File: src/rtp_pkg.sv
package rtp_pkg;

   // cordic datapath widths, fixed by the normalisation to bit 60
   localparam int XW = 63;
   localparam int ZW = 64;
   localparam int NORM_POS = 61;
   localparam int CORDIC_STEPS = 61;

   // hypotenuse fraction bits
   localparam int HYP_FRAC = 8;

   // per-stage control
   typedef struct packed {
      logic valid;
      logic swap;
      logic degen;
   } ctl_type;

   // cordic vector and angle accumulator
   typedef struct packed {
      logic [XW-1:0] x;
      logic [XW-1:0] y;
      logic          ypos;
      logic [ZW-1:0] z;
   } crd_type;

endpackage

File: src/rtp_scale.sv
module rtp_scale
   import rtp_pkg::*;
#(
   parameter int HYP_BITS = 25,
   parameter int ANGLE_FRAC_BITS = 16
) (
   input  logic                         clock,
   input  logic                         reset,
   input  logic                         adv,
   input  ctl_type                      ctl_i,
   input  logic [ZW-1:0]                z_i,
   input  logic [HYP_BITS+1:0]          rem_i,
   input  logic [HYP_BITS-1:0]          root_i,
   output logic                         valid_o,
   output logic [HYP_BITS-1:0]          hyp_o,
   output logic [ANGLE_FRAC_BITS+6:0]   angle_a_o,
   output logic [ANGLE_FRAC_BITS+6:0]   angle_b_o,
   output logic                         degen_o
);

   localparam int AB = ANGLE_FRAC_BITS + 7;
   localparam int SHR = 54 - ANGLE_FRAC_BITS;
   localparam logic [63:0] RND = 64'd1 << (SHR - 1);
   localparam logic [AB-1:0] NINETY = AB'(90) << ANGLE_FRAC_BITS;
   // 180/pi with 56 fraction bits, as two halves
   localparam logic [31:0] DEG_HI = 32'h394BB834;
   localparam logic [31:0] DEG_LO = 32'hC783EF71;

   ctl_type             ctl1_ff, ctl2_ff, ctl3_ff, ctl4_ff, ctl5_ff;
   logic [62:0]         zc;
   logic [63:0]         p00_ff, p01_ff;
   logic [62:0]         p10_ff, p11_ff;
   logic [64:0]         mid_ff;
   logic [63:0]         lo_ff, hi_ff, top_ff;
   logic [127:0]        full;
   logic [AB-1:0]       ang_ff, ang_a_ff, ang_b_ff, oth;
   logic [HYP_BITS-1:0] hyp1_ff, hyp2_ff, hyp3_ff, hyp4_ff, hyp5_ff, hyp_in;

   // clamp the angle, round the root, add the partial products, form the complementary angle
   always_comb begin
      zc = z_i[ZW-1] ? 63'd0 : z_i[62:0];
      hyp_in = root_i + HYP_BITS'((HYP_BITS+2)'(root_i) < rem_i);
      full = {hi_ff, lo_ff} + (128'(mid_ff) << 32);
      oth = NINETY - ang_ff;
   end

   // control
   always_ff @(posedge clock) begin
      if (reset) begin
         ctl1_ff <= '0;
         ctl2_ff <= '0;
         ctl3_ff <= '0;
         ctl4_ff <= '0;
         ctl5_ff <= '0;
      end else if (adv) begin
         ctl1_ff <= ctl_i;
         ctl2_ff <= ctl1_ff;
         ctl3_ff <= ctl2_ff;
         ctl4_ff <= ctl3_ff;
         ctl5_ff <= ctl4_ff;
      end
   end

   // partial products, their sum, rounding and the complementary angle
   always_ff @(posedge clock) begin
      if (adv) begin
         p00_ff <= 64'(zc[31:0]) * 64'(DEG_LO);
         p01_ff <= 64'(zc[31:0]) * 64'(DEG_HI);
         p10_ff <= 63'(zc[62:32]) * 63'(DEG_LO);
         p11_ff <= 63'(zc[62:32]) * 63'(DEG_HI);
         hyp1_ff <= hyp_in;

         mid_ff <= 65'(p01_ff) + 65'(p10_ff);
         lo_ff <= p00_ff;
         hi_ff <= 64'(p11_ff);
         hyp2_ff <= hyp1_ff;

         top_ff <= full[127:64];
         hyp3_ff <= hyp2_ff;

         ang_ff <= AB'((top_ff + RND) >> SHR);
         hyp4_ff <= hyp3_ff;

         if (ctl4_ff.degen) begin
            ang_a_ff <= '0;
            ang_b_ff <= '0;
         end else if (ctl4_ff.swap) begin
            ang_a_ff <= oth;
            ang_b_ff <= ang_ff;
         end else begin
            ang_a_ff <= ang_ff;
            ang_b_ff <= oth;
         end
         hyp5_ff <= hyp4_ff;
      end
   end

   assign valid_o   = ctl5_ff.valid;
   assign hyp_o     = hyp5_ff;
   assign angle_a_o = ang_a_ff;
   assign angle_b_o = ang_b_ff;
   assign degen_o   = ctl5_ff.degen;

endmodule

File: config.mk
export PLATFORM = sky130hd
export DESIGN_NAME = rtp_scale
export DESIGN_NICKNAME = d
export VERILOG_FILES = /design/src/rtp_pkg.sv /design/src/rtp_scale.sv
export SDC_FILE = /design/constraint.sdc
export NUM_CORES = 2
export LEC_CHECK = 0
export ABC_AREA = 1
export BUFFER_PORTS_ARGS = -buffer_cell sky130_fd_sc_hd__clkbuf_2
export CORE_UTILIZATION = 60
export DETAILED_ROUTE_END_ITERATION = 7
export PLACE_DENSITY = 0.83
export REMOVE_ABC_BUFFERS = 1
export SLEW_MARGIN = 5
export SYNTH_ARGS = -nofsm -noshare
export SYNTH_HDL_FRONTEND = slang
export SYNTH_SLANG_ARGS = --single-unit
File: constraint.sdc
create_clock -name clock -period 14.2 [get_ports clock]
set_input_delay 2.13 -clock clock [delete_from_list [all_inputs] [get_ports clock]]
set_output_delay 2.13 -clock clock [all_outputs]
set_load 0.005 [all_outputs]
Word-level counts from Yosys, hierarchy flattened
Cells that the tools add are included.
- $add $sub $neg: 5
- order comparisons: 1
- multiplexer cells: 3
- multiply operators: 4
- operator list (cell ; count):
    $add A125 B97 Y125 ; 1
    $add A62 B63 Y64 ; 1
    $mul A32 B32 Y64 const B ; 1
    $mul A31 B32 Y63 const B ; 1
    $mux W63 ; 1
    $add A61 B38 Y61 const B ; 1
    $mul A32 B28 Y60 const B ; 1
    $mul A31 B28 Y59 const B ; 1
    $mux W23 ; 2
    $lt A25 B27 Y1 ; 1
    $add A25 B1 Y25 ; 1
    $sub A23 B23 Y23 const A ; 1
- register bits after elaboration: 703
- bits of input ports: 122
- word-level logic and storage cells: 43

Logic depth before layout (Yosys ltp)
- depth in word-level cells: 2
- mapped depth: 36

Least setup slack after synthesis
OpenSTA, ideal clock, no wires.
- path type: input to register
- start: in z_i[63]
- end: reg p10_ff[52], data pin
- slack: 4641 ps
- setup time: 253 ps
- arrival time: 9306 ps
- data required time: 13947 ps
- cell stages on the path: 26
- cell sequence: buf_6 -> buf_6 -> buf_4 -> nor2_1 -> inv_1 -> fa_1 -> inv_1 -> fa_1 -> fa_1 -> fa_1 -> fa_1 -> fa_1 -> fa_1 -> inv_1 -> fa_1 -> inv_1 -> ha_1 -> nand2_1 -> nor2_1 -> inv_1 -> nor2_1 -> inv_1 -> nor3_1 -> nand2_1 -> nand4_1 -> nand2_1
- longest elaborated chain between the ends: 2
- ends and longest elaborated chain (element ; line ; text):
    start: declaration ; rtp_scale.sv:11 ; input logic [ZW-1:0] z_i,
    $mux W63 ; rtp_scale.sv:41 ; zc = z_i[ZW-1] ? 63'd0 : z_i[62:0];
    $mul A31 B32 Y63 ; rtp_scale.sv:69 ; p10_ff <= 63'(zc[62:32]) * 63'(DEG_LO);
    end signal: assignment ; rtp_scale.sv:69 ;
    end: declaration ; rtp_scale.sv:32 ; logic [62:0] p10_ff, p11_ff;
No other way between the ends.
A chain may end at the register's enable or synchronous reset.

Worst setup path in the final report
- start: in z_i[63]
- end: reg p10_ff[61], data pin
Same word-level chain as after synthesis.

==> impl_results.md <==
* Status: complete, but fails checks
* Violated checks: DRC
* Worst Skew at 56.2 ps
* Overflow after GRT at 0
* Starting Density at 60.4%
* Slew Viols, Final at 0
* Worst-Skew Late Latency at 720 ps
* Fmax at 0.0954 GHz
* I/O pin count at 195
* CTS tree: yes
* Total track usage at 46.6%
* Cts bufs inserted at 67
* Post-cts resize count at 0
* Sequential area share after synthesis at 18.0%
* Fin cells at 14,400
* WP data arrival at 10,940 ps
* Synth Area in XOR/XNOR at 2.19%
* Avg Inst Size Synth at 8.24 um^2
* Hold Slack at 400 ps
* Full die area at 0.166 mm^2
* CTS sink cnt at 596
* Worst-path maximum fanout at 34
* Setup TNS at 0 ps
* Sequential Area at 0.0178 mm^2
* Mapped Cells at 11,900
* Period utilization at 73.8%
* Worst rel slew slack at 24.2%
* Clk slew on worst S/H paths at 70 ps
* Die height at 407 um
* Layout area overhead at 6.18%
* Yosys cell types at 55
* Final-stage net count at 15,100
* DRC Markers at 82
* HP Start: hyp3_ff[0]$_DFFE_PP_
* DR vias at 85,700
* Number of global-route vias before repair at 86,700
* CP startpoint: z_i[63]
* Worst EP required at 14,660 ps
* H-tree level count at 3
* Min-Delay Path Class: reg -> reg
* CP Launch Type: input port
* Synth Register Bits at 596
* Period minus WS final at 10,480 ps
* Die X at 407 um
* First-pass GRT wire length at 557,000 um
* Clk root buf: clkbuf_16
* Worst r2r src: p01_ff[37]$_DFFE_PP_
* Final setup fails at 0
* Fraction of the mapped netlist area in simple logic gates at 17.0%
* Area post-placement at 0.102 mm^2
* Routed vias/inst at 5.93
* Drt pass-1 iters at 8
* RSZ-0062 raised after global routing: no
* Crit Path Category: in -> reg
* Post-synthesis adder-cell area fraction at 44.8%
* WL/cell at 26.5 um
* CP endpoint kind: flip-flop
* Cell row count at 148
* Post-DRT Antenna Nets at 0
* Mapped cell area at 0.0984 mm^2
* Post-Route WL at 382,000 um
* Largest net degree at the start of global routing at 148
* CTS Hold Buffers Added at 0
* # placed instances at 14,300
* Fin area at 0.104 mm^2
* I/O Buffers at 194
* Synth Area in Compound Gates at 5.16%
* Worst Tran Pin Value at 1140 ps
* Final Hold Viols at 0
* FILL cells at 13,600
* Max cap viols at 0
* Gp weighted congestion at 1.17
* Largest family of logic cells by synthesized area: adder cells
* DRT iter0 DRCs at 12,900
* Multi-input logic area at 0.0681 mm^2
* Multiplexer area fraction after synthesis at 0%
* Initial antenna violation count at 21
* YS warnings at 0
* Core ar. at 0.163 mm^2
* DP HPWL at 330,000 um
* Number of setup buffers added after CTS at 0
* Share of cells above drive strength 1 at 3.40%
* CTS max path bufs at 3
-- logic make-up (layout without fill, tap and decap cells) --
family                   after synthesis  in the layout
flip-flops                           596            596
other                                  0             12
XOR/XNOR                             246            246
AND/OR/NAND/NOR                     4095           4095
AO/OA/AOI/OAI                        941            941
buffers and inverters               3327           3644
adder cells (fa/ha/maj)             2734           2734
-- routing by layer --
metal	vias to the layer above	global-route usage [%]	part of all wire, %
met1	41100	59.6	37
met2	6134	70.2	43
li1	37100	-	-
met4	24	24.7	6.6
met3	1393	15.2	13
met5	-	0.357	0.042
-- metrics by stage --
step | setup slack [ps] | utilization [%]
2_1_floorplan | 5120 | -
3_3_place_gp | 3220 | 62.8
3_5_place_dp | 3140 | 62.8
4_1_cts | 3840 | 64.2
5_1_grt | 3380 | 64.2
6_report | 3720 | 64.2
-- layout by cell type (no fill, tap or decap), types with 36 or more instances in the layout --
cell | netlist | layout
inv_1 | 3285 | 3285
nand2_1 | 2483 | 2483
ha_1 | 1414 | 1414
fa_1 | 1320 | 1320
nor2_1 | 918 | 915
edfxtp_1 | 582 | 582
a21oi_1 | 499 | 499
nand3_1 | 369 | 369
o21ai_0 | 293 | 293
clkbuf_2 | 0 | 192
xor2_1 | 183 | 183
nand4_1 | 137 | 137
nor3_1 | 77 | 77
clkbuf_16 | 0 | 67
xnor2_1 | 63 | 62
o21bai_1 | 56 | 56
a21o_1 | 41 | 41
buf_4 | 2 | 36
-- worst max-delay path, cell delays in order --
cell and delay (ps):
buf_4 140, inv_4 480, nand2_1 470, nor2_1 900, nor2_1 290, ha_1 280
inv_1 50, nand2_1 230, inv_1 270, fa_1 530, fa_1 520, fa_1 520
inv_1 50, fa_1 460, fa_1 540, fa_1 610, inv_1 80, fa_1 550
inv_1 80, ha_1 350, a21oi_1 230, o21ai_0 230, a21oi_1 330, nand3_1 230
nand3_1 150, nand2_1 60, nand2_1 60, nand2_1 50
-- state kept, by name, indices dropped and copies added, names as in the netlist --
signal / flops
p10_ff: 63
mid_ff: 62
hi_ff: 59
p01_ff: 58
p11_ff: 57
p00_ff: 34
lo_ff: 32
hyp1_ff: 25
hyp2_ff: 25
hyp3_ff: 25
hyp4_ff: 25
hyp_o: 25
top_ff: 24
ang_ff: 23
angle_a_o: 23
angle_b_o: 22
ctl1_ff: 3
ctl2_ff: 3
ctl3_ff: 3
ctl4_ff: 3
degen_o: 1
valid_o: 1
-- cell usage after synthesis (all sizes together) --
master	instances	area, um^2
o21a	14	105
a31oi	2	12.5
o2111ai	1	8.76
a2bb2oi	1	8.76
a31o	6	52.6
inv	3290	12400
xor2	183	1600
a21o	41	308
nor3	88	514
or2	13	83.8
nor3b	5	42.5
o21bai	56	420
a21boi	8	60.1
a211oi	3	22.5
ha	1414	17700
a21oi	499	2500
nor2	943	3670
and3	3	18.8
nand3b	13	97.6
nand2	2492	9380
o21ai	301	1510
o221ai	1	8.76
clkbuf	16	60.1
nor4	14	87.6
buf	19	105
nand3	377	1930
o31ai	1	7.51
and2	7	43.8
dfxtp	14	280
clkinv	2	7.51
nand2b	1	6.26
fa	1320	26400
nand4	139	891
xnor2	63	552
o211ai	7	52.6
edfxtp	582	17500
-- final cells by class --
| class | count | area share (%) |
|---|---|---|
| Multi-Input combinational cell | 8016 | 65.2 |
| Inverter | 3292 | 11.8 |
| Antenna cell | 12 | 0.0287 |
| Clock buffer | 74 | 1.63 |
| Sequential cell | 596 | 17.0 |
| Clock inverter | 47 | 0.469 |
| Tap cell | 2175 | 2.60 |
| Timing Repair Buffer | 231 | 1.23 |
-- path summary, 6_finish.rpt --
check,depth (start not counted),to,slack [ps]
max,28,p10_ff[61]$_DFFE_PP_,3720
min,0,hyp4_ff[0]$_DFFE_PP_,400
max reg2reg,8,mid_ff[54]$_DFFE_PP_,10820
min reg2reg,0,hyp4_ff[0]$_DFFE_PP_,400
Power is not shown: default switching activity piles up to over one toggle a cycle in this logic, so the estimate is an artifact.
