--- config.mk ---
export PLATFORM = sky130hd
export DESIGN_NAME = rtp_cell
export DESIGN_NICKNAME = d
export VERILOG_FILES = /design/src/rtp_pkg.sv /design/src/rtp_cell.sv
export SDC_FILE = /design/constraint.sdc
export NUM_CORES = 1
export LEC_CHECK = 0
export BUFFER_PORTS_ARGS = -buffer_cell sky130_fd_sc_hd__buf_2
export CORE_MARGIN = 2
export CORE_UTILIZATION = 35
export CTS_BUF_LIST = sky130_fd_sc_hd__clkbuf_4 sky130_fd_sc_hd__clkbuf_8
export DETAILED_ROUTE_END_ITERATION = 16
export PLACE_DENSITY = 0.67
export SLEW_MARGIN = 20
export SYNTH_ARGS = -nofsm -noshare
export SYNTH_HDL_FRONTEND = slang
export SYNTH_SLANG_ARGS = --single-unit
--- constraint.sdc ---
create_clock -name clock -period 3.72 [get_ports clock]
set_input_delay 0.186 -clock clock [delete_from_list [all_inputs] [get_ports clock]]
set_output_delay 0.186 -clock clock [all_outputs]
set_load 0.02 [all_outputs]
--- src/rtp_pkg.sv ---
package rtp_pkg;

   // cordic datapath widths, fixed by the normalisation to bit 60
   localparam int XW = 63;
   localparam int ZW = 64;
   localparam int NORM_POS = 61;
   localparam int CORDIC_STEPS = 61;

   // hypotenuse fraction bits
   localparam int HYP_FRAC = 8;

   // per-stage control
   typedef struct packed {
      logic valid;
      logic swap;
      logic degen;
   } ctl_type;

   // cordic vector and angle accumulator
   typedef struct packed {
      logic [XW-1:0] x;
      logic [XW-1:0] y;
      logic          ypos;
      logic [ZW-1:0] z;
   } crd_type;

endpackage

--- src/rtp_cell.sv ---
module rtp_cell
   import rtp_pkg::*;
#(
   parameter int STEP = 1,
   parameter bit ROOT_ON = 1'b1,
   parameter int HYP_BITS = 25
) (
   input  logic                  clock,
   input  logic                  reset,
   input  logic                  adv,
   input  ctl_type               ctl_i,
   input  crd_type               crd_i,
   input  logic [2*HYP_BITS-1:0] rad_i,
   input  logic [HYP_BITS+1:0]   rem_i,
   input  logic [HYP_BITS-1:0]   root_i,
   output ctl_type               ctl_o,
   output crd_type               crd_o,
   output logic [2*HYP_BITS-1:0] rad_o,
   output logic [HYP_BITS+1:0]   rem_o,
   output logic [HYP_BITS-1:0]   root_o
);

   localparam int RW = 2 * HYP_BITS;
   localparam int RMW = HYP_BITS + 2;
   localparam int SHW = HYP_BITS + 4;

   // 2^(62-e) in radians, zero once the term drops below one lsb
   function automatic logic [63:0] pw(input int e);
      logic [63:0] r;
      r = (e > 62) ? 64'd0 : (64'd1 << (62 - e));
      return r;
   endfunction

   // atan(2^-STEP) as a truncated series
   localparam logic [63:0] ATAN =
        pw(STEP*1)/64'd1   - pw(STEP*3)/64'd3   + pw(STEP*5)/64'd5   - pw(STEP*7)/64'd7
      + pw(STEP*9)/64'd9   - pw(STEP*11)/64'd11 + pw(STEP*13)/64'd13 - pw(STEP*15)/64'd15
      + pw(STEP*17)/64'd17 - pw(STEP*19)/64'd19 + pw(STEP*21)/64'd21 - pw(STEP*23)/64'd23
      + pw(STEP*25)/64'd25 - pw(STEP*27)/64'd27 + pw(STEP*29)/64'd29 - pw(STEP*31)/64'd31
      + pw(STEP*33)/64'd33 - pw(STEP*35)/64'd35 + pw(STEP*37)/64'd37 - pw(STEP*39)/64'd39
      + pw(STEP*41)/64'd41 - pw(STEP*43)/64'd43 + pw(STEP*45)/64'd45 - pw(STEP*47)/64'd47
      + pw(STEP*49)/64'd49 - pw(STEP*51)/64'd51 + pw(STEP*53)/64'd53 - pw(STEP*55)/64'd55
      + pw(STEP*57)/64'd57 - pw(STEP*59)/64'd59 + pw(STEP*61)/64'd61;

   ctl_type        ctl_ff;
   crd_type        crd_ff, crd_in;
   logic [RW-1:0]  rad_ff, rad_in;
   logic [RMW-1:0] rem_ff, rem_in;
   logic [HYP_BITS-1:0] root_ff, root_in;
   logic [XW-1:0]  xs, ys;
   logic [SHW-1:0] rem_sh, trial;

   // one cordic vectoring rotation, residual kept as sign and magnitude
   always_comb begin
      xs = crd_i.x >> STEP;
      ys = crd_i.y >> STEP;
      crd_in.x = crd_i.x + ys;
      crd_in.z = crd_i.ypos ? (crd_i.z + ATAN) : (crd_i.z - ATAN);
      if (crd_i.y >= xs) begin
         crd_in.y = crd_i.y - xs;
         crd_in.ypos = crd_i.ypos;
      end else begin
         crd_in.y = xs - crd_i.y;
         crd_in.ypos = ~crd_i.ypos;
      end
   end

   // one digit of the restoring square root
   always_comb begin
      rem_sh = {rem_i, rad_i[RW-1 -: 2]};
      trial = SHW'({root_i, 2'b01});
      rad_in = rad_i;
      rem_in = rem_i;
      root_in = root_i;
      if (ROOT_ON) begin
         rad_in = rad_i << 2;
         if (rem_sh >= trial) begin
            rem_in = RMW'(rem_sh - trial);
            root_in = {root_i[HYP_BITS-2:0], 1'b1};
         end else begin
            rem_in = RMW'(rem_sh);
            root_in = {root_i[HYP_BITS-2:0], 1'b0};
         end
      end
   end

   // control
   always_ff @(posedge clock) begin
      if (reset) begin
         ctl_ff <= '0;
      end else if (adv) begin
         ctl_ff <= ctl_i;
      end
   end

   // data
   always_ff @(posedge clock) begin
      if (adv) begin
         crd_ff  <= crd_in;
         rad_ff  <= rad_in;
         rem_ff  <= rem_in;
         root_ff <= root_in;
      end
   end

   assign ctl_o  = ctl_ff;
   assign crd_o  = crd_ff;
   assign rad_o  = rad_ff;
   assign rem_o  = rem_ff;
   assign root_o = root_ff;

endmodule

Yosys cells after proc, flatten, opt, wreduce, memory -nomap -nowiden. Index checks and enable logic that the tools add are counted.

Add/subtract/negate cells: 6. Order comparisons: 2. Mux-type cells: 4. Bitwise logic cells: 1.

Operator list (count): 2-to-1 mux 64 bit (2); adder 64 x 61 -> 64 bit, second input constant (1); subtractor 64 x 61 -> 64 bit, second input constant (1); adder 63 x 62 -> 63 bit (1); >= comparator 63 x 62 -> 1 bit (1); subtractor 62 x 63 -> 63 bit (1); subtractor 63 x 62 -> 63 bit (1); >= comparator 29 x 27 -> 1 bit (1); 2-to-1 mux 27 bit (1); subtractor 27 bit (1); 2-to-1 mux 1 bit (1); inverter 1 bit (1).

Flip-flop bits (word level): 294. Input port bits: 299. Word-level logic and storage cells: 23.

Longest topological paths before layout. Gate-level depths: netlist of the first run.

Depth after elaboration: 2. Mapped depth: 15. Mapped depth without buffers: 14.

Worst setup path after synthesis of the first run. OpenSTA, ideal clock, no wires.

Path kind: input-to-reg. Start point: input port crd_i[64] (netlist bit). End point: register crd_ff (netlist bit crd_o[58]), data pin. Setup time: 259 ps. Data arrival time: 3068 ps. Path slack: 393 ps. Stages: 12. Cells stage by stage: inv_1 > ha_1 > clkbuf_1 > a21o_1 > a21o_1 > a21o_1 > a221oi_1 > o211ai_1 > a221oi_1 > a21oi_1 > o31a_1 > o31a_1.

RTL lines: from (decl) (line rtp_cell.sv:12) `input crd_type crd_i,`; to (signal assigned) (line rtp_cell.sv:99) `crd_ff <= crd_in;`; to (decl) (line rtp_cell.sv:46) `crd_type crd_ff, crd_in;`.

==> metrics.txt, run 1 <==
Req. time, crit path 4.12 ns; Synth Warn # 0; Initial Utilization 0.3526; largest net degree at the start of global routing 94; proportion of register bits with asynchronous set or reset after synthesis 0; Antenna Violating Nets Remaining 0; post-synthesis compound-gate area fraction 0.2500; Yosys top cell area share 0.3479; Root Buffer Master sky130_fd_sc_hd__clkbuf_8; DRC viols 0; standard cell core area 71240 µm²; area growth from synthesis to layout 29.06%; post-synthesis cell area about 25000 µm²; global-route wire length before repair 139900 µm; leftover overflow at the end of global routing 0; number of top-level design ports slightly below 600; maximum net fanout on the critical path 4; final worst path period share 0.9416; count of input and output buffers 592; global routing usage summed across all routing layers 0.2418; shortest clock period the worst path allows after layout 3.503 ns; number of instances in the synthesized netlist 2773; Crit path largest cell delay 0.56 ns; horizontal die dimension 271.9 µm; initial antenna violation count 7; WL/cell 20.41 µm; kind of end point of the critical path flop; detailed-route vias per instance 5.386; Max-Cap Viols 0; timing-limited maximum frequency 285.5 MHz; status completed; cell with the most instances on the worst path sky130_fd_sc_hd__buf_4; TNS Setup 0 ns; synthesized-area fraction occupied by and/or/nand/nor cells 0.1262; DPL Wire Length 74950 µm; Post-Syn Area per Cell around 9.1 µm²; endpoints failing hold 0; most instantiated flip-flop cell in the synthesis netlist sky130_fd_sc_hd__edfxtp_1; kind of start point of the critical path primary input; area of the die 73920 µm²; overall die height about 270 µm; R2R Path Start ctl_o[2]; ranking of synthesized cells by area sky130_fd_sc_hd__edfxtp_1, sky130_fd_sc_hd__ha_1, sky130_fd_sc_hd__a21oi_1, sky130_fd_sc_hd__a21o_1, sky130_fd_sc_hd__xnor2_1; Worst Path Arrival about 3.9 ns; clock transition at the registers of the reported paths 0.07 ns; Post CTS Setup Buffer Count 0; Site Rows 98; final-report setup violation count 0; areal power density over the cells 397.3 nW/µm²; post-synthesis sequential element count 294; count of flip-flops with a built-in enable after synthesis 291; post-synthesis share of cell area spent on full adders, half adders and majority gates 0.1387; Design Area, Final between 30000 and 40000 µm²; clock buffer depth 3; worst skew pair latency 0.65 ns; cell at the slowest stage of the critical path sky130_fd_sc_hd__dlygate4sd3_1; min-delay src crd_i[8]; total via count after detailed routing 24750; measured slew at the worst slew-check pin between 0.8 and 0.9 ns; CTS H-tree lvls 2; TritonCTS Buffers 56; clock sink total 294; routed wire length around 94000 µm; critical path start-end classification in -> reg; fraction of synthesized cell area in xor and xnor cells 0.06800; 1st-pass router iterations 5; worst-case register-to-register setup slack 2.57 ns; unrepaired setup endpoints after global routing false; hold endpoint crd_o[8]; Max-slew headroom 0.4651; R2R Path End ctl_o[2]; hold-critical path depth 3; clock tree from TritonCTS built; cell count of the worst reg-to-reg path 3; Netlist cell types 87; largest family of logic cells by synthesized area compound AO/OA/AOI/OAI gates; fraction of the yosys area taken by sequential cells 0.3503; critical path, cell by cell dlygate4sd3_1 > buf_2 > inv_1 > ha_1 > inv_1 > fa_1 > a21o_1 > a21oi_1 > buf_4 > o21ai_0 > o21ai_1 > nand4_1 > a41oi_2 > buf_4 > o41a_1 > buf_4 > nor2_1 > o31ai_1 > xnor2_1; clk_skew 0 ns; Worst Hold Class in -> reg; share of post-route cells with drive strength above 1 0.2483; highest ir drop seen on vdd between 0.0002 and 0.0003 V; drt initial violations 2131; Lkg Pwr 0.01499 µW; final count of pins violating max slew 0; vias in the first global route approximately 24000; Post-Place Cell Area 30110 µm²; final estimated routing congestion in global placement 0.9526; multiplexer fraction of the synthesized cell area 0.01156; largest area contributor in the synthesized netlist sky130_fd_sc_hd__edfxtp_1; nets@finish 4170
## critical path, delay by kind of cell
kind	cells	cell delay (ns)
XOR/XNOR	1	0.15
buffers and inverters	7	1.32
AND/OR/NAND/NOR	2	0.32
AO/OA/AOI/OAI	7	1.35
adder cells (fa/ha/maj)	2	0.56
## registers in the layout, summed over array words and instances (netlist names)
| signal | flops |
|---|---|
| crd_o | 191 |
| rad_o | 48 |
| ctl_o | 3 |
| rem_o | 27 |
| root_o | 25 |
## cell families (layout without fill, tap and decap cells)
kind of cell / after synthesis / count (layout)
and+or+nand+nor: 664 / 664
muxes: 27 / 27
xor gates and xnor gates: 195 / 195
AOI/OAI and AO/OA: 975 / 975
other: 1 / 6
DFF: 294 / 294
buffers and inverters: 341 / 1208
adders and majority gates: 276 / 276
## cells in the final DEF, fill, tap and decap left out, drive strengths merged, types with 30 or more instances in the layout
| cell | instances |
|---|---|
| xnor2 | 120 |
| o21ai | 174 |
| dlygate4sd3 | 114 |
| nor2 | 192 |
| o21bai | 74 |
| ha | 272 |
| clkbuf | 64 |
| nand3 | 50 |
| clkinv | 30 |
| xor2 | 75 |
| buf | 762 |
| nand4 | 72 |
| a21o | 149 |
| a21oi | 334 |
| edfxtp | 291 |
| o21a | 34 |
| inv | 230 |
| nor3 | 46 |
| nand2 | 182 |
## repair_timing
item,4_1_cts,5_1_grt
resized for setup,0,1
hold endpoints to repair,112,0
setup endpoints to repair,0,1
hold buffers,114,0
## power breakdown
part,total (µW),internal [µW],switching (µW),leakage [µW]
clock network,3430,1800,1630,0.000594
registers,4500,4300,202,0.00287
logic,4950,1890,3060,0.0115
## through the flow
step | instances | worst slack (ns) | total power [µW] | hold slack (ns) | utilization
6_report | 4595 | 0.2171 | 12880 | 0.06627 | 0.4550
5_1_grt | 4593 | 0.02017 | 13520 | 0.03658 | 0.4550
4_1_cts | 4591 | 0.3198 | 12910 | 0.0005142 | 0.4548
3_5_place_dp | 4373 | 0.1085 | 9313 | 0.3643 | 0.4227
3_3_place_gp | 4373 | 0.09299 | 9318 | 0.3619 | 0.4227
2_1_floorplan | 2774 | 0.3928 | 7445 | 0.2584 | -
## per-layer routing
metal  GRT usage  routed length [µm]  vias up
li1            -                   -    11877
met1      0.3020               39000    11706
met2      0.4153               44530      974
met3     0.03958                6481      187
met4     0.09702                3760        6
met5           0                  31        -
## synth_stat cells, types with 23 or more instances
| library cell | instances |
|---|---|
| sky130_fd_sc_hd__a21oi_1 | 331 |
| sky130_fd_sc_hd__xnor2_1 | 120 |
| sky130_fd_sc_hd__ha_1 | 272 |
| sky130_fd_sc_hd__a21o_1 | 149 |
| sky130_fd_sc_hd__nand4_1 | 70 |
| sky130_fd_sc_hd__o21bai_1 | 74 |
| sky130_fd_sc_hd__clkbuf_1 | 59 |
| sky130_fd_sc_hd__nand3_1 | 50 |
| sky130_fd_sc_hd__xor2_1 | 75 |
| sky130_fd_sc_hd__inv_1 | 228 |
| sky130_fd_sc_hd__nand2_1 | 182 |
| sky130_fd_sc_hd__nor2b_1 | 25 |
| sky130_fd_sc_hd__o21a_1 | 34 |
| sky130_fd_sc_hd__nor2_1 | 192 |
| sky130_fd_sc_hd__edfxtp_1 | 291 |
| sky130_fd_sc_hd__o211ai_1 | 23 |
| sky130_fd_sc_hd__o21ai_0 | 161 |
| sky130_fd_sc_hd__buf_2 | 40 |
| sky130_fd_sc_hd__nor3_1 | 46 |
## worst max-delay path by stage
stage                           from    endpoint  slack, ns  cells past startpoint
after floorplan            crd_i[64]   crd_o[58]       0.39                     12
after global placement     crd_i[86]  crd_o[119]       0.09                     15
after detailed placement   crd_i[86]  crd_o[119]       0.11                     15
after CTS                 crd_i[129]  crd_o[119]       0.32                     19
after global routing      crd_i[129]  crd_o[103]       0.02                     17
final                     crd_i[129]  crd_o[119]       0.22                     19
## cell type report
cell class	count	area (µm²)
Inverter	228	855.8
Sequential cell	294	8798
Multi-Input combinational cell	2139	14950
Timing Repair Buffer	876	5465
Fill cell	6890	38820
Tap cell	950	1189
Antenna cell	4	10.01
Clock inverter	40	307.8
Clock buffer	64	837.1
Power figures use the tool's default switching activity.
==> inputs of run 2 (changes only) <==
Settings changed: CORE_AREA from default to 2 2 233 235, CORE_MARGIN 2 to default, CORE_UTILIZATION 35 to default, DIE_AREA from default to 0 0 235 237, PLACE_DENSITY 0.67 to 0.83.
==> metrics.txt, run 2 (same netlist as run 1, synthesis figures left out) <==
drt initial violations 2475 (was 2131); source of the critical timing path crd_i[129] (unchanged); Root Buffer Master sky130_fd_sc_hd__clkbuf_8 (unchanged); maximum net fanout on the critical path 4 (unchanged); R2R Path Start ctl_o[1] (was ctl_o[2]); clock transition at the registers of the reported paths 0.06 ns (was 0.07 ns); number of top-level design ports 595 (unchanged); met1 layer usage reported by global route 0.3906 (was 0.3020); routed wire length 90840 µm (was 93800 µm); detailed-route vias per instance 5.899 (was 5.386); nets@finish 4127 (was 4170); area of the die 55700 µm² (was 73920 µm²); total via count after detailed routing 25307 (was 24750); leftover overflow at the end of global routing 0 (unchanged); worst hold slack after final layout 0.06025 ns (was 0.06627 ns); global-route wire length before repair 137000 µm (was 139900 µm); highest-utilization routing layer at the global route stage met2 (unchanged); overall die height 237 µm (was 271.9 µm); shortest clock period the worst path allows after layout 3.610 ns (was 3.503 ns); worst skew pair latency 0.64 ns (was 0.65 ns); most common library cell in the layout ignoring fill and taps sky130_fd_sc_hd__buf_2 (unchanged); placement-stage worst setup slack 0.04741 ns (was 0.1085 ns); largest net degree at the start of global routing 79 (was 94); min-delay src crd_i[62] (was crd_i[8]); final worst path period share 0.9703 (was 0.9416); standard cell core area 53280 µm² (was 71240 µm²); clock tree from TritonCTS built (unchanged); clk_skew 0 ns (unchanged); kind of start point of the critical path primary input (unchanged); Req. time, crit path 4.11 ns (was 4.12 ns); horizontal die dimension 235 µm (was 271.9 µm); global routing usage summed across all routing layers 0.3106 (was 0.2418); unrepaired setup endpoints after global routing false (unchanged); final estimated routing congestion in global placement 0.9816 (was 0.9526); count of input and output buffers 592 (unchanged); Initial Utilization 0.4714 (was 0.3526); final count of pins violating max slew 0 (unchanged); DPL Wire Length 70180 µm (was 74950 µm); Site Rows 85 (was 98); areal power density over the cells 400.3 nW/µm² (was 397.3 nW/µm²); fill cell instance count of the final layout 4549 (was 6890); endpoints failing hold 0 (unchanged); commonest cells after routing, fill and taps aside sky130_fd_sc_hd__buf_2, sky130_fd_sc_hd__a21oi_1, sky130_fd_sc_hd__edfxtp_1 (unchanged); status completed (unchanged); initial antenna violation count 5 (was 7); Antenna Violating Nets Remaining 0 (unchanged); 1st-pass router iterations 6 (was 5); setup slack after layout 0.1103 ns (was 0.2171 ns); TritonCTS Buffers 54 (was 56); kind of end point of the critical path flop (unchanged); DRC viols 0 (unchanged); clock sink total 294 (unchanged); met2 usage 0.5214 (was 0.4153); highest ir drop seen on vdd 0.0002840 V (was 0.0002947 V); Worst Hold Class in -> reg (unchanged); area growth from synthesis to layout 26.38% (was 29.06%); Max-Cap Viols 0 (unchanged); critical path start-end classification in -> reg (unchanged); Worst Path Arrival 4.00 ns (was 3.90 ns); WL/cell 21.18 µm (was 20.41 µm); Lkg Pwr 0.01477 µW (was 0.01499 µW); Multi-input gate area 14950 µm² (about the same); final-report setup violation count 0 (unchanged); total power 12710 µW (was 12880 µW); clock buffer depth 3 (unchanged); flip-flop count of the largest register, all copies and words added 191 (unchanged); timing-limited maximum frequency 277.0 MHz (was 285.5 MHz); CTS H-tree lvls 2 (unchanged); sequential cell area 8798 µm² (unchanged); share of post-route cells with drive strength above 1 0.2384 (was 0.2483); Max-slew headroom 0.5166 (was 0.4651); vias in the first global route 24158 (was 24118); measured slew at the worst slew-check pin 0.7252 ns (was 0.8023 ns); TNS Setup 0 ns (unchanged); met3 usage 0.05596 (was 0.03958)
-- run 2: changes by cell type in the layout (fill, tap and decap cells not counted), sizes merged --
cell         delta
dlygate4sd3     +3
buf            -44
clkbuf          +3
diode           -1
clkinv         -11
inv             -1
-- run 2: final timing paths --
path         depth (start not counted)  slack (ns)          to
min reg2reg                          3        1.06    ctl_o[0]
min                                  3        0.06   crd_o[62]
max                                 16        0.11  crd_o[187]
max reg2reg                          3        2.55    ctl_o[1]
-- run 2: what timing repair did --
| item | in CTS | in global routing |
|---|---|---|
| buffers inserted | 0 | 1 |
| endpoints found under the hold margin | 112 | 0 |
| gates resized for setup | 0 | 1 |
| hold buffers | 117 | 0 |
| setup endpoints to repair | 0 | 3 |
-- run 2: critical path, cell delays in order --
cell and delay, ns:
sky130_fd_sc_hd__dlygate4sd3_1 0.56, sky130_fd_sc_hd__buf_2 0.17, sky130_fd_sc_hd__ha_1 0.30, sky130_fd_sc_hd__a211oi_1 0.08, sky130_fd_sc_hd__buf_4 0.16, sky130_fd_sc_hd__o21a_1 0.20, sky130_fd_sc_hd__o21ai_0 0.40, sky130_fd_sc_hd__a211oi_1 0.13
sky130_fd_sc_hd__buf_4 0.16, sky130_fd_sc_hd__nor3_1 0.37, sky130_fd_sc_hd__o221a_2 0.30, sky130_fd_sc_hd__o21ai_1 0.08, sky130_fd_sc_hd__buf_4 0.16, sky130_fd_sc_hd__o31a_1 0.33, sky130_fd_sc_hd__o31ai_1 0.30, sky130_fd_sc_hd__xor2_1 0.12
-- run 2: metrics by stage --
stage,utilization,area [µm²],cells
2_1_floorplan,-,25120,2774
3_3_place_gp,0.5527,29450,4074
3_5_place_dp,0.5527,29450,4074
4_1_cts,0.5952,31720,4286
5_1_grt,0.5956,31740,4288
6_report,0.5957,31740,4290
-- run 2: layer usage --
metal	wire length, µm	vias to the layer above	share of wire
met5	19	-	0.00021
met4	4406	4	0.049
met3	8003	268	0.088
met2	42780	1411	0.47
met1	35630	11843	0.39
li1	-	11781	-
-- run 2: area by class of cell --
cell class / count / area share
repair buffers: 835 / 0.1627
clock buffers: 67 / 0.02649
inverters: 228 / 0.02696
clock inverters: 28 / 0.008002
multi-input cells: 2139 / 0.4710
well taps: 696 / 0.02744
diodes: 3 / 0.0002365
flip-flops and latches: 294 / 0.2772
-- run 2: power by group --
group	internal, µW	leakage, µW	switching [µW]
Sequential	4300	0.00287	198
Clock	1770	0.000563	1520
Combinational	1860	0.0113	3060
